### config.mk
export PLATFORM = sky130hd
export DESIGN_NAME = fisr_stage
export DESIGN_NICKNAME = d
export VERILOG_FILES = /design/src/design/fisr_pkg.sv /design/src/design/fisr_stage.sv
export SDC_FILE = /design/constraint.sdc
export NUM_CORES = 1
export LEC_CHECK = 0
export BUFFER_PORTS_ARGS = -buffer_cell sky130_fd_sc_hd__buf_2
export CAP_MARGIN = 20
export CORE_AREA = 2 2 139 141
export CTS_CLUSTER_DIAMETER = 30
export CTS_CLUSTER_SIZE = 14
export DETAILED_ROUTE_END_ITERATION = 8
export DIE_AREA = 0 0 141 143
export PLACE_DENSITY_LB_ADDON = 0.12
export SLEW_MARGIN = 15
export SYNTH_ARGS = -nofsm -noshare
export SYNTH_HDL_FRONTEND = slang
export SYNTH_SLANG_ARGS = --single-unit
### constraint.sdc
create_clock -name i_clk -period 7.75 [get_ports i_clk]
set_input_delay 0.3875 -clock i_clk [delete_from_list [all_inputs] [get_ports i_clk]]
set_output_delay 0.3875 -clock i_clk [all_outputs]
set_load 0.02 [all_outputs]
### src/design/fisr_pkg.sv
// Shared types, constants and float helpers for the fast inverse square root.
// Depends on nothing.
package fisr_pkg;

    localparam int unsigned MagicReset = 32'h5f3759df;
    localparam logic [1:0] StepsReset = 2'd1;
    localparam logic [31:0] CanonNan = 32'h7FC00000;
    localparam logic [31:0] FloatHalf = 32'h3F000000;
    localparam logic [31:0] FloatThreeHalves = 32'h3FC00000;

    typedef enum logic [0:0] {
        CFG_MAGIC = 1'b0,
        CFG_STEPS = 1'b1
    } t_cfg_index;

    // float op done by one pipeline stage
    typedef enum logic [2:0] {
        OP_HALF = 3'd0,
        OP_HY   = 3'd1,
        OP_TY   = 3'd2,
        OP_SUB  = 3'd3,
        OP_UPD  = 3'd4
    } t_op;

    // x holds the input, then 0.5*x; t is the scratch term of a Newton step
    typedef struct packed {
        logic [31:0] x;
        logic [31:0] y;
        logic [31:0] t;
        logic [1:0]  steps;
    } t_item;

    // round-to-nearest-even single precision multiply
    function automatic logic [31:0] fmul(input logic [31:0] a, input logic [31:0] b);
        logic        sa;
        logic        sb;
        logic        sr;
        logic [7:0]  ea;
        logic [7:0]  eb;
        logic [23:0] ma;
        logic [23:0] mb;
        logic [47:0] p;
        logic signed [10:0] e;
        logic [49:0] w;
        logic [5:0]  lz;
        logic [26:0] m;
        logic [24:0] mr;
        logic        st;
        logic [31:0] r;
        logic [5:0]  sh;
        logic        found;
        sa = a[31];
        sb = b[31];
        sr = sa ^ sb;
        ea = a[30:23];
        eb = b[30:23];
        ma = {(ea != 8'd0), a[22:0]};
        mb = {(eb != 8'd0), b[22:0]};
        r = 32'd0;
        if ((ea == 8'hFF && a[22:0] != 23'd0) || (eb == 8'hFF && b[22:0] != 23'd0)) begin
            r = CanonNan;
        end else if (ea == 8'hFF || eb == 8'hFF) begin
            if ((ea == 8'd0 && a[22:0] == 23'd0) || (eb == 8'd0 && b[22:0] == 23'd0)) begin
                r = CanonNan;
            end else begin
                r = {sr, 8'hFF, 23'd0};
            end
        end else if (ma == 24'd0 || mb == 24'd0) begin
            r = {sr, 31'd0};
        end else begin
            p = ma * mb;
            // product value = p * 2^(e - 46), exponent biased
            e = 11'(signed'({3'd0, ea})) + 11'(signed'({3'd0, eb})) - 11'sd127
                + ((ea == 8'd0) ? 11'sd1 : 11'sd0) + ((eb == 8'd0) ? 11'sd1 : 11'sd0);
            lz = 6'd0;
            found = 1'b0;
            for (int i = 47; i >= 0; i--) begin
                if (!found && p[i]) begin
                    found = 1'b1;
                    lz = 6'(47 - i);
                end
            end
            // normalize so leading one at bit 47; exponent of that = e + 1 - lz
            p = p << lz;
            e = e + 11'sd1 - 11'(signed'({5'd0, lz}));
            w = {p, 2'b00};
            if (e <= 11'sd0) begin
                sh = (e < -11'sd30) ? 6'd32 : 6'(11'sd1 - e);
                w = w >> sh;
                st = ({p, 2'b00} & ~({50{1'b1}} << sh)) != 50'd0;
                e = 11'sd0;
            end else begin
                st = 1'b0;
            end
            // w[49:26] = 24 bit mantissa, w[25] guard, rest sticky
            m = {w[49:26], w[25], 1'b0, (w[24:0] != 25'd0) | st};
            mr = {1'b0, m[26:3]};
            if (m[2] && (m[0] || m[3])) mr = mr + 25'd1;
            if (mr[24]) begin
                mr = mr >> 1;
                e = e + 11'sd1;
            end else if (e == 11'sd0 && mr[23]) begin
                e = 11'sd1;
            end
            if (e >= 11'sd255) r = {sr, 8'hFF, 23'd0};
            else r = {sr, e[7:0], mr[22:0]};
        end
        return r;
    endfunction

    // 1.5 - t, round-to-nearest-even
    function automatic logic [31:0] fsub15(input logic [31:0] t);
        logic        st;
        logic [7:0]  et;
        logic [23:0] mt;
        logic [7:0]  d;
        logic [51:0] ab;
        logic [51:0] bb;
        logic [52:0] s;
        logic        neg;
        logic [5:0]  lz;
        logic        found;
        logic signed [10:0] e;
        logic [26:0] m;
        logic [24:0] mr;
        logic [31:0] r;
        st = t[31];
        et = t[30:23];
        mt = {(et != 8'd0), t[22:0]};
        r = 32'd0;
        if (et == 8'hFF) begin
            r = (t[22:0] != 23'd0) ? CanonNan : {~st, 8'hFF, 23'd0};
        end else begin
            // 1.5 has exponent 127; align both on a 52-bit frame
            if (et > 8'd127) begin
                e = 11'(signed'({3'd0, et}));
                d = et - 8'd127;
                ab = {mt, 28'd0};
                bb = (d > 8'd51) ? 52'd1 : ({24'hC00000, 28'd0} >> d);
                if (d <= 8'd51 && (({24'hC00000, 28'd0} & ~({52{1'b1}} << d)) != 52'd0))
                    bb[0] = 1'b1;
                s = st ? ({1'b0, bb} + {1'b0, ab}) : ({1'b0, ab} - {1'b0, bb});
                neg = ~st;
            end else begin
                e = 11'sd127;
                d = 8'd127 - ((et == 8'd0) ? 8'd1 : et);
                ab = {24'hC00000, 28'd0};
                bb = (d > 8'd51) ? ((mt != 0) ? 52'd1 : 52'd0) : ({mt, 28'd0} >> d);
                if (d <= 8'd51 && (({mt, 28'd0} & ~({52{1'b1}} << d)) != 52'd0))
                    bb[0] = 1'b1;
                if (st) begin
                    s = {1'b0, ab} + {1'b0, bb};
                    neg = 1'b0;
                end else if (ab >= bb) begin
                    s = {1'b0, ab} - {1'b0, bb};
                    neg = 1'b0;
                end else begin
                    s = {1'b0, bb} - {1'b0, ab};
                    neg = 1'b1;
                end
            end
            if (s == 53'd0) begin
                r = 32'd0;
            end else begin
                lz = 6'd0;
                found = 1'b0;
                for (int i = 52; i >= 0; i--) begin
                    if (!found && s[i]) begin
                        found = 1'b1;
                        lz = 6'(52 - i);
                    end
                end
                s = s << lz;
                e = e + 11'sd1 - 11'(signed'({5'd0, lz}));
                m = {s[52:29], s[28], 1'b0, s[27:0] != 28'd0};
                mr = {1'b0, m[26:3]};
                if (m[2] && (m[0] || m[3])) mr = mr + 25'd1;
                if (mr[24]) begin
                    mr = mr >> 1;
                    e = e + 11'sd1;
                end
                if (e >= 11'sd255) r = {neg, 8'hFF, 23'd0};
                else if (e <= 11'sd0) r = {neg, 31'd0};
                else r = {neg, e[7:0], mr[22:0]};
            end
        end
        return r;
    endfunction

endpackage

### src/design/fisr_stage.sv
// One pipeline register stage with stall; applies one fixed float op.
// Depends on fisr_pkg.
module fisr_stage
    import fisr_pkg::*;
#(
    parameter t_op        OP = OP_HALF,
    parameter logic [1:0] STEP = 2'd0
) (
    input  logic  i_clk,
    input  logic  i_rst_n,
    input  logic  i_valid,
    input  t_item i_item,
    input  logic  i_en,
    output logic  o_valid,
    output t_item o_item
);
    t_item n_item;
    logic  r_valid;
    t_item r_item;

    always_comb begin
        n_item = i_item;
        case (OP)
            OP_HALF: n_item.x = fmul(i_item.x, FloatHalf);
            OP_HY:   n_item.t = fmul(i_item.x, i_item.y);
            OP_TY:   n_item.t = fmul(i_item.t, i_item.y);
            OP_SUB:  n_item.t = fsub15(i_item.t);
            OP_UPD: begin
                // step not applied: y passes through unchanged
                if (i_item.steps >= STEP) n_item.y = fmul(i_item.y, i_item.t);
            end
            default: n_item = i_item;
        endcase
    end

    always_ff @(posedge i_clk) begin
        if (!i_rst_n) begin
            r_valid <= 1'b0;
        end else if (i_en) begin
            r_valid <= i_valid;
        end
    end

    always_ff @(posedge i_clk) begin
        if (i_en) begin
            r_item <= n_item;
        end
    end

    assign o_valid = r_valid;
    assign o_item = r_item;
endmodule

==> summary.log, run 1 <==
INFO  run_status     outcome=finished, final reports clean
INFO  cts            clock_buffer_count_from_cts=9
INFO  floorplanning  die_h=143um
INFO  critical_path  critical_path_peak_fanout=11
INFO  grt            grt-ovfl-total=0
INFO  cells_and_area most-common-layout-cells=199 x buf_2, 111 x nor2_1, 105 x nand2_1
INFO  cells_and_area area.growth.synth_to_final=21.2%
INFO  logic_synthesis synth-main-ff-cell=edfxtp_1
INFO  grt            grt_first_pass_wirelength=55,000um
INFO  logic_synthesis post_synth_inst_count=1,087
INFO  routing        drt_first_iter_violations=1,498
INFO  floorplanning  die_w=141um
INFO  grt            number_of_antenna_violations_at_the_first_check_in_global_routing=1
INFO  cells_and_area fin_nets=1,445
INFO  placement      globalplace.congestion=1.07
INFO  placement      count_of_buffers_inserted_at_the_top_level_ports=200
INFO  pwr            power_density=178nW/um^2
INFO  critical_path  required=7820ps
INFO  critical_path  worst-setup-path-type=primary input to flop
INFO  placement      hpwl=28,800um
INFO  critical_path  cp_slowest_stage_delay=510ps
INFO  routing        postRouteAntennaNets=0
INFO  critical_path  end_kind=flop
INFO  cts            cts.root.buffer_cell=clkbuf_16
INFO  sta            fin_crit_sh=97.0%
INFO  logic_synthesis combined_area_of_all_synthesized_cells=9310um^2
INFO  critical_path  crit_slowest_cell=or3b_2
INFO  logic_synthesis count_of_flip_flops_with_a_built_in_enable_after_synthesis=98
INFO  floorplanning  core_area=18,600um^2
INFO  cts            clkSinkCount=99
INFO  cts            cts.path.max_buffers=2
INFO  worst_hold_path worstHoldPathCells=1
INFO  sta            final_setup_violating_endpoints=0
INFO  sta            worst_clock_skew=0ps
INFO  logic_synthesis share_of_flip_flops_with_an_asynchronous_set_or_reset_after_synthesis=0%
INFO  routing        drcViolationCount=0
INFO  floorplanning  io-pin-count=201
INFO  logic_synthesis yosys_register_bits=99
INFO  grt            largest_net_degree_at_the_start_of_global_routing=72
INFO  floorplanning  initial_utilization=50.1%
INFO  logic_synthesis synth.lib_cells_used.distinct=109
INFO  pwr            peakVddDrop=0.0975mV
INFO  pwr            cellLeakagePower=4.50nW
INFO  logic_synthesis synth.yosys.seq_area_share=31.8%
INFO  routing        viasPerCell=6.78
INFO  grt            grt_pass1_vias=9,831
INFO  floorplanning  die-area=20,200um^2
INFO  cells_and_area drive_gt1_share=28.3%
INFO  logic_synthesis avgSynthCellArea=8.56um^2
INFO  pwr            design_power_total=2.00mW
INFO  placement      post-place-ws=-49.2ps
INFO  critical_path  rr_worst_depth=2
INFO  sta            worst_slew_pin_slew=856ps
INFO  logic_synthesis syn_nets=1,210
INFO  cts            path_clk_slew=70ps
INFO  sta            max_slew_margin=42.5%
INFO  sta            clock.fmax=133MHz
INFO  sta            final_period_minus_worst_setup_slack=7520ps
INFO  critical_path  critPathMostFrequentCell=ha_1
INFO  cts            clock_insertion_delay_worst_skew=330ps
INFO  grt            grt_use_total=34.9%
INFO  cts            holdBufCountCts=0
INFO  routing        wl=36,300um
INFO  critical_path  worst_setup_path_start_kind=primary input
INFO  cts            cts_tree=built
INFO  critical_path  worstPathArrival=7590ps
INFO  cells_and_area layout_commonest_cell=buf_2
INFO  floorplanning  row_count=50
INFO  routing        num_vias=10.6k
INFO  sta            hold_violations=0
INFO  cells_and_area final.fill_count=1,740
INFO  routing        drt-pass1-iter-count=6
INFO  sta            finalWorstSetupSlack=233ps
INFO  cts            ctsHtreeMaxLevel=3
INFO  sta            grt_setup_unrepaired=yes
INFO  logic_synthesis yosysWarningCount=0
INFO  flow_run       total_of_max_cap_violations=0
INFO  sta            finalMaxSlewViolations=0
INFO  routing        avgRoutedWirePerCell=23.3um
INFO  worst_hold_path type_of_the_worst_min_delay_path=primary input to flop
timing repair:
item	4_1_cts	5_1_grt
hold endpoints to repair	0	0
gates resized for setup	0	9
endpoints found under the setup margin	0	20
setup buffers	0	3
critical path: cells and delay by family:
kind                     cells  cell delay (ps)
AO/OA/AOI/OAI                9             2810
AND/OR/NAND/NOR             10             2590
adder cells (fa/ha/maj)      3              870
buffers and inverters        5              790
multiplexers                 1              130
through the flow:
stage	utilization (%)	setup TNS, ps	instances	hold WS [ps]	area [um^2]
after floorplan	-	0	1087	486	9310
after global placement	58.8	0	1542	524	10900
after detailed placement	58.8	-49.2	1542	520	10900
after CTS	60.4	0	1558	205	11200
after global routing	60.7	-32.6	1562	209	11300
final	60.7	0	1562	217	11300
per-layer routing:
layer,part of all wire (%),global-route usage [%]
met1,39,43.8
met2,46,58.7
met3,10,6.14
met4,5.0,16.6
met5,0,0
logic make-up (layout without fill, tap and decap cells):
group | Yosys count | in the layout | share of synthesized area, %
other cells | 0 | 1 | 0
flops | 99 | 99 | 31.8
compound gates | 367 | 367 | 29.4
mux | 32 | 32 | 3.62
fa+ha+maj | 21 | 21 | 2.99
buf+inv | 88 | 328 | 4.22
xor+xnor | 23 | 23 | 2.16
simple gates | 457 | 457 | 25.8
area by class of cell:
| class | instances | area (um^2) | share of cell area, % |
|---|---|---|---|
| Clock buffer | 9 | 225 | 2.00 |
| Tap cell | 234 | 293 | 2.60 |
| Clock inverter | 7 | 58.8 | 0.521 |
| Sequential cell | 99 | 2960 | 26.3 |
| Multi-Input combinational cell | 900 | 6000 | 53.2 |
| Antenna cell | 1 | 2.50 | 0.0222 |
| Timing Repair Buffer | 282 | 1620 | 14.4 |
| Inverter | 30 | 120 | 1.07 |
synth_stat cells (6+ instances only):
| cell type | instances | area [um^2] |
|---|---|---|
| o21ai_0 | 51 | 255 |
| mux2i_1 | 28 | 280 |
| o31a_1 | 6 | 52.6 |
| xnor2_1 | 9 | 78.8 |
| o21a_1 | 12 | 90.1 |
| nor2b_1 | 6 | 37.5 |
| a31oi_1 | 13 | 81.3 |
| nand4_1 | 14 | 87.6 |
| or4_1 | 6 | 45.0 |
| nand2b_1 | 6 | 37.5 |
| clkbuf_1 | 43 | 161 |
| a221oi_1 | 8 | 70.1 |
| o2111ai_1 | 10 | 87.6 |
| nor3_2 | 6 | 60.1 |
| a211o_1 | 6 | 52.6 |
| a211oi_1 | 22 | 165 |
| and3_1 | 12 | 75.1 |
| o21ai_1 | 11 | 55.1 |
| a22oi_1 | 19 | 143 |
| o31ai_1 | 16 | 120 |
| nor2_1 | 114 | 428 |
| ha_1 | 19 | 238 |
| buf_2 | 8 | 40.0 |
| nor3_1 | 53 | 265 |
| or3_1 | 7 | 43.8 |
| nand2_1 | 105 | 394 |
| nor4_1 | 19 | 119 |
| a21oi_1 | 57 | 285 |
| a32oi_1 | 7 | 61.3 |
| xor2_1 | 14 | 123 |
| and2_1 | 9 | 56.3 |
| edfxtp_1 | 98 | 2940 |
| o211ai_1 | 28 | 210 |
| o22ai_1 | 10 | 62.6 |
| o221ai_1 | 7 | 61.3 |
| a21o_1 | 11 | 82.6 |
| nand3_1 | 51 | 255 |
| inv_1 | 27 | 101 |
registers in the layout, summed over array words and instances, names as in the netlist:
register and count:
o_item 98, o_valid 1
where the power goes:
group	internal (mW)	switching (mW)	total, mW
logic	0.306	0.621	0.927
registers	0.649	0.0129	0.662
clock network	0.222	0.192	0.414
final timing paths:
path | start | endpoint | slack [ps]
setup / recovery | i_item[90] | o_item[84] | 230
hold / removal | i_item[42] | o_item[42] | 220
setup reg to reg | o_valid | o_valid | 7160
hold reg to reg | o_valid | o_valid | 530
Note: power is estimated with default switching activity, not from simulation.
==> run 2: changes to the inputs <==
--- a/config.mk
+++ b/config.mk
@@ -5,7 +5,7 @@
 export SDC_FILE = /design/constraint.sdc
 export NUM_CORES = 1
 export LEC_CHECK = 0
-export BUFFER_PORTS_ARGS = -buffer_cell sky130_fd_sc_hd__buf_2
+export BUFFER_PORTS_ARGS = -buffer_cell sky130_fd_sc_hd__buf_4
 export CAP_MARGIN = 20
 export CORE_AREA = 2 2 139 141
 export CTS_CLUSTER_DIAMETER = 30
==> run 2 against run 1 <==
Against the previous run: combinational power grew 6.5%; final cell count shrank 0.32%; die area is the same; first-iteration DRC count shrank 16%; non-clock buffer count shrank 4; clock power grew 8.2%; total power grew 4.8%; maximum frequency grew 0.72%; final area grew 4.7%; core utilization grew 2.9 points; via count grew 1.1%; highest routed layer unchanged.
==> summary.log, run 2 (synthesized netlist as in run 1, its figures left out) <==
INFO  sta            hold_slack=221ps [+3.97 ps]
INFO  critical_path  crit_slowest_cell=or3b_2
INFO  pwr            peakVddDrop=0.105mV [+7.7%]
INFO  routing        drt_first_iter_violations=1,253 [-16%]
INFO  cts            cts.root.buffer_cell=clkbuf_16
INFO  pwr            power.share.switching=40.1% [-1.2 points]
INFO  routing        avgRoutedWirePerCell=24.2um [+4.0%]
INFO  cts            path_clk_slew=70ps [about the same]
INFO  critical_path  end_kind=flop
INFO  cells_and_area number_of_flip_flops_under_the_largest_register_name=98 [unchanged]
INFO  cells_and_area area.growth.synth_to_final=26.9%
INFO  pwr            internal_power_contribution=1.26mW [+6.9%]
INFO  routing        viasPerCell=6.88 [+1.4%]
INFO  placement      globalplace.congestion=1.07 [about the same]
INFO  floorplanning  io-pin-count=201 [unchanged]
INFO  grt            grt_first_pass_wirelength=56,900um [+3.3%]
INFO  critical_path  worst-setup-path-type=primary input to flop
INFO  sta            worst_clock_skew=0ps [unchanged]
INFO  cts            clock_buffer_count_from_cts=9 [unchanged]
INFO  sta            final_setup_violating_endpoints=0 [unchanged]
INFO  flow_run       total_of_max_cap_violations=0 [unchanged]
INFO  sta            clock.fmax=134MHz [+0.72%]
INFO  critical_path  required=7820ps [about the same]
INFO  floorplanning  initial_utilization=50.1% [unchanged]
INFO  floorplanning  die_h=143um [unchanged]
INFO  pwr            pwr-share-seq=31.6% [-1.4 points]
INFO  routing        num_vias=10.7k [+1.1%]
INFO  routing        drt-pass1-iter-count=6 [unchanged]
INFO  sta            grt_setup_unrepaired=no
INFO  grt            largest_net_degree_at_the_start_of_global_routing=74 [+2.8%]
INFO  cts            ctsHtreeMaxLevel=3 [unchanged]
INFO  placement      post-place-ws=-37.3ps [+11.9 ps]
INFO  critical_path  r2r_setup_slack=7100ps [-60 ps]
INFO  pwr            design_power_total=2.10mW [+4.8%]
INFO  sta            worst_slew_pin_slew=1130ps [+272 ps]
INFO  pwr            cellLeakagePower=4.67nW [+3.8%]
INFO  placement      hpwl=29,400um [+2.1%]
INFO  cts            cts_tree=built
INFO  cells_and_area fin_nets=1,441 [-0.28%]
INFO  sta            final_period_minus_worst_setup_slack=7460ps [-54.0 ps]
INFO  routing        drcViolationCount=0 [unchanged]
INFO  grt            number_of_antenna_violations_at_the_first_check_in_global_routing=0 [-1]
INFO  critical_path  worst_setup_path_start_kind=primary input
INFO  floorplanning  die-area=20,200um^2 [unchanged]
INFO  cts            cts.path.max_buffers=2 [unchanged]
INFO  cts            clock_insertion_delay_worst_skew=340ps [about the same]
INFO  cells_and_area layout_commonest_cell=buf_4
INFO  placement      count_of_buffers_inserted_at_the_top_level_ports=200 [unchanged]
INFO  floorplanning  row_count=50 [unchanged]
INFO  sta            fin_crit_sh=96.3% [-0.70 points]
INFO  sta            finalWorstSetupSlack=287ps [+54.0 ps]
INFO  pwr            netSwitchingPower=0.841mW [+1.9%]
INFO  grt            grt_use_total=36.2% [+1.2 points]
INFO  run_status     outcome=finished, final reports clean
INFO  floorplanning  core_area=18,600um^2 [unchanged]
INFO  routing        wl=37,700um [+3.7%]
INFO  pwr            power_density=178nW/um^2 [+0.10%]
INFO  grt            grt_pass1_vias=10.0k [+1.9%]
INFO  sta            max_slew_margin=23.8% [-19 points]
INFO  cells_and_area final.fill_count=1,578 [-9.3%]
INFO  pwr            power_frac_comb=47.0% [+0.7 points]
INFO  grt            grt-ovfl-total=0 [unchanged]
INFO  sta            finalMaxSlewViolations=0 [unchanged]
INFO  cells_and_area most-common-layout-cells=275 x buf_4, 112 x nor2_1, 104 x nand2_1
INFO  floorplanning  die_w=141um [unchanged]
INFO  pwr            p_clk_share=21.4% [+0.7 points]
INFO  critical_path  cp_slowest_stage_delay=540ps [+30 ps]
INFO  sta            hold_violations=0 [unchanged]
INFO  critical_path  critical_path_peak_fanout=28 [+17]
INFO  cells_and_area utilization=63.6% [+2.9 points]
INFO  worst_hold_path type_of_the_worst_min_delay_path=primary input to flop
INFO  sta            final.setup.tns=0ps [unchanged]
INFO  critical_path  critPathMostFrequentCell=ha_1
INFO  cts            clkSinkCount=99 [unchanged]
INFO  cells_and_area diodes=0 [-1]
INFO  critical_path  worstPathArrival=7540ps [-50 ps]
INFO  cells_and_area drive_gt1_share=28.0% [-0.29 points]
INFO  routing        postRouteAntennaNets=0 [unchanged]
[run 2: cell count changes in the layout (fill, tap and decap cells not counted), moves of 2 or more]
cell        change
buf_2         -199
buf_12          +2
buf_4         +192
a2111oi_0       -2
o31ai_2         -2
nor4_2          -2
clkinvlp_4      -2
[run 2: timing repair]
item / in CTS / in global routing
gates resized for setup: 0 / 13
setup buffers: 0 / 4
hold buffers: 0 / 0
endpoints found under the setup margin: 0 / 23
[run 2: critical path, delay by kind of cell]
family	cells	cell delay, ps
XOR/XNOR	1	240
AND/OR/NAND/NOR	10	2590
buffers and inverters	6	710
adder cells (fa/ha/maj)	4	970
AO/OA/AOI/OAI	9	2620
[run 2: layer usage]
metal	GRT usage (%)	routed length, um
met1	45.1	14200
met4	15.9	1730
met5	0	0
met3	6.64	4090
met2	61.5	17600
[run 2: stage by stage]
stage,area [um^2],std cells
global placement,11400,1537
CTS,11700,1553
global route,11800,1557
detailed placement,11400,1537
finish,11800,1557
floorplan,9310,1087
[run 2: final timing paths]
path              startpoint    endpoint  depth (start not counted)
setup / recovery  i_item[89]  o_item[78]                         30
hold / removal    i_item[33]  o_item[33]                          1
setup reg to reg     o_valid     o_valid                          2
hold reg to reg      o_valid     o_valid                          2
[run 2: layout make-up]
type | count | area [um^2] | area share (%)
clock buffers | 9 | 225 | 1.91
clock inverters | 7 | 81.3 | 0.689
inverters | 30 | 120 | 1.02
multi-input cells | 900 | 6010 | 50.9
flip-flops and latches | 99 | 2960 | 25.1
well taps | 234 | 293 | 2.48
repair buffers | 278 | 2120 | 17.9
[run 2: power by group through the flow]
stage	Sequential (mW)	Combinational [mW]	Clock, mW
after floorplan	0.740	0.473	0
after global placement	0.675	0.935	0
after detailed placement	0.676	0.932	0
after CTS	0.665	0.937	0.457
after global routing	0.668	1.03	0.476
final	0.664	0.987	0.448
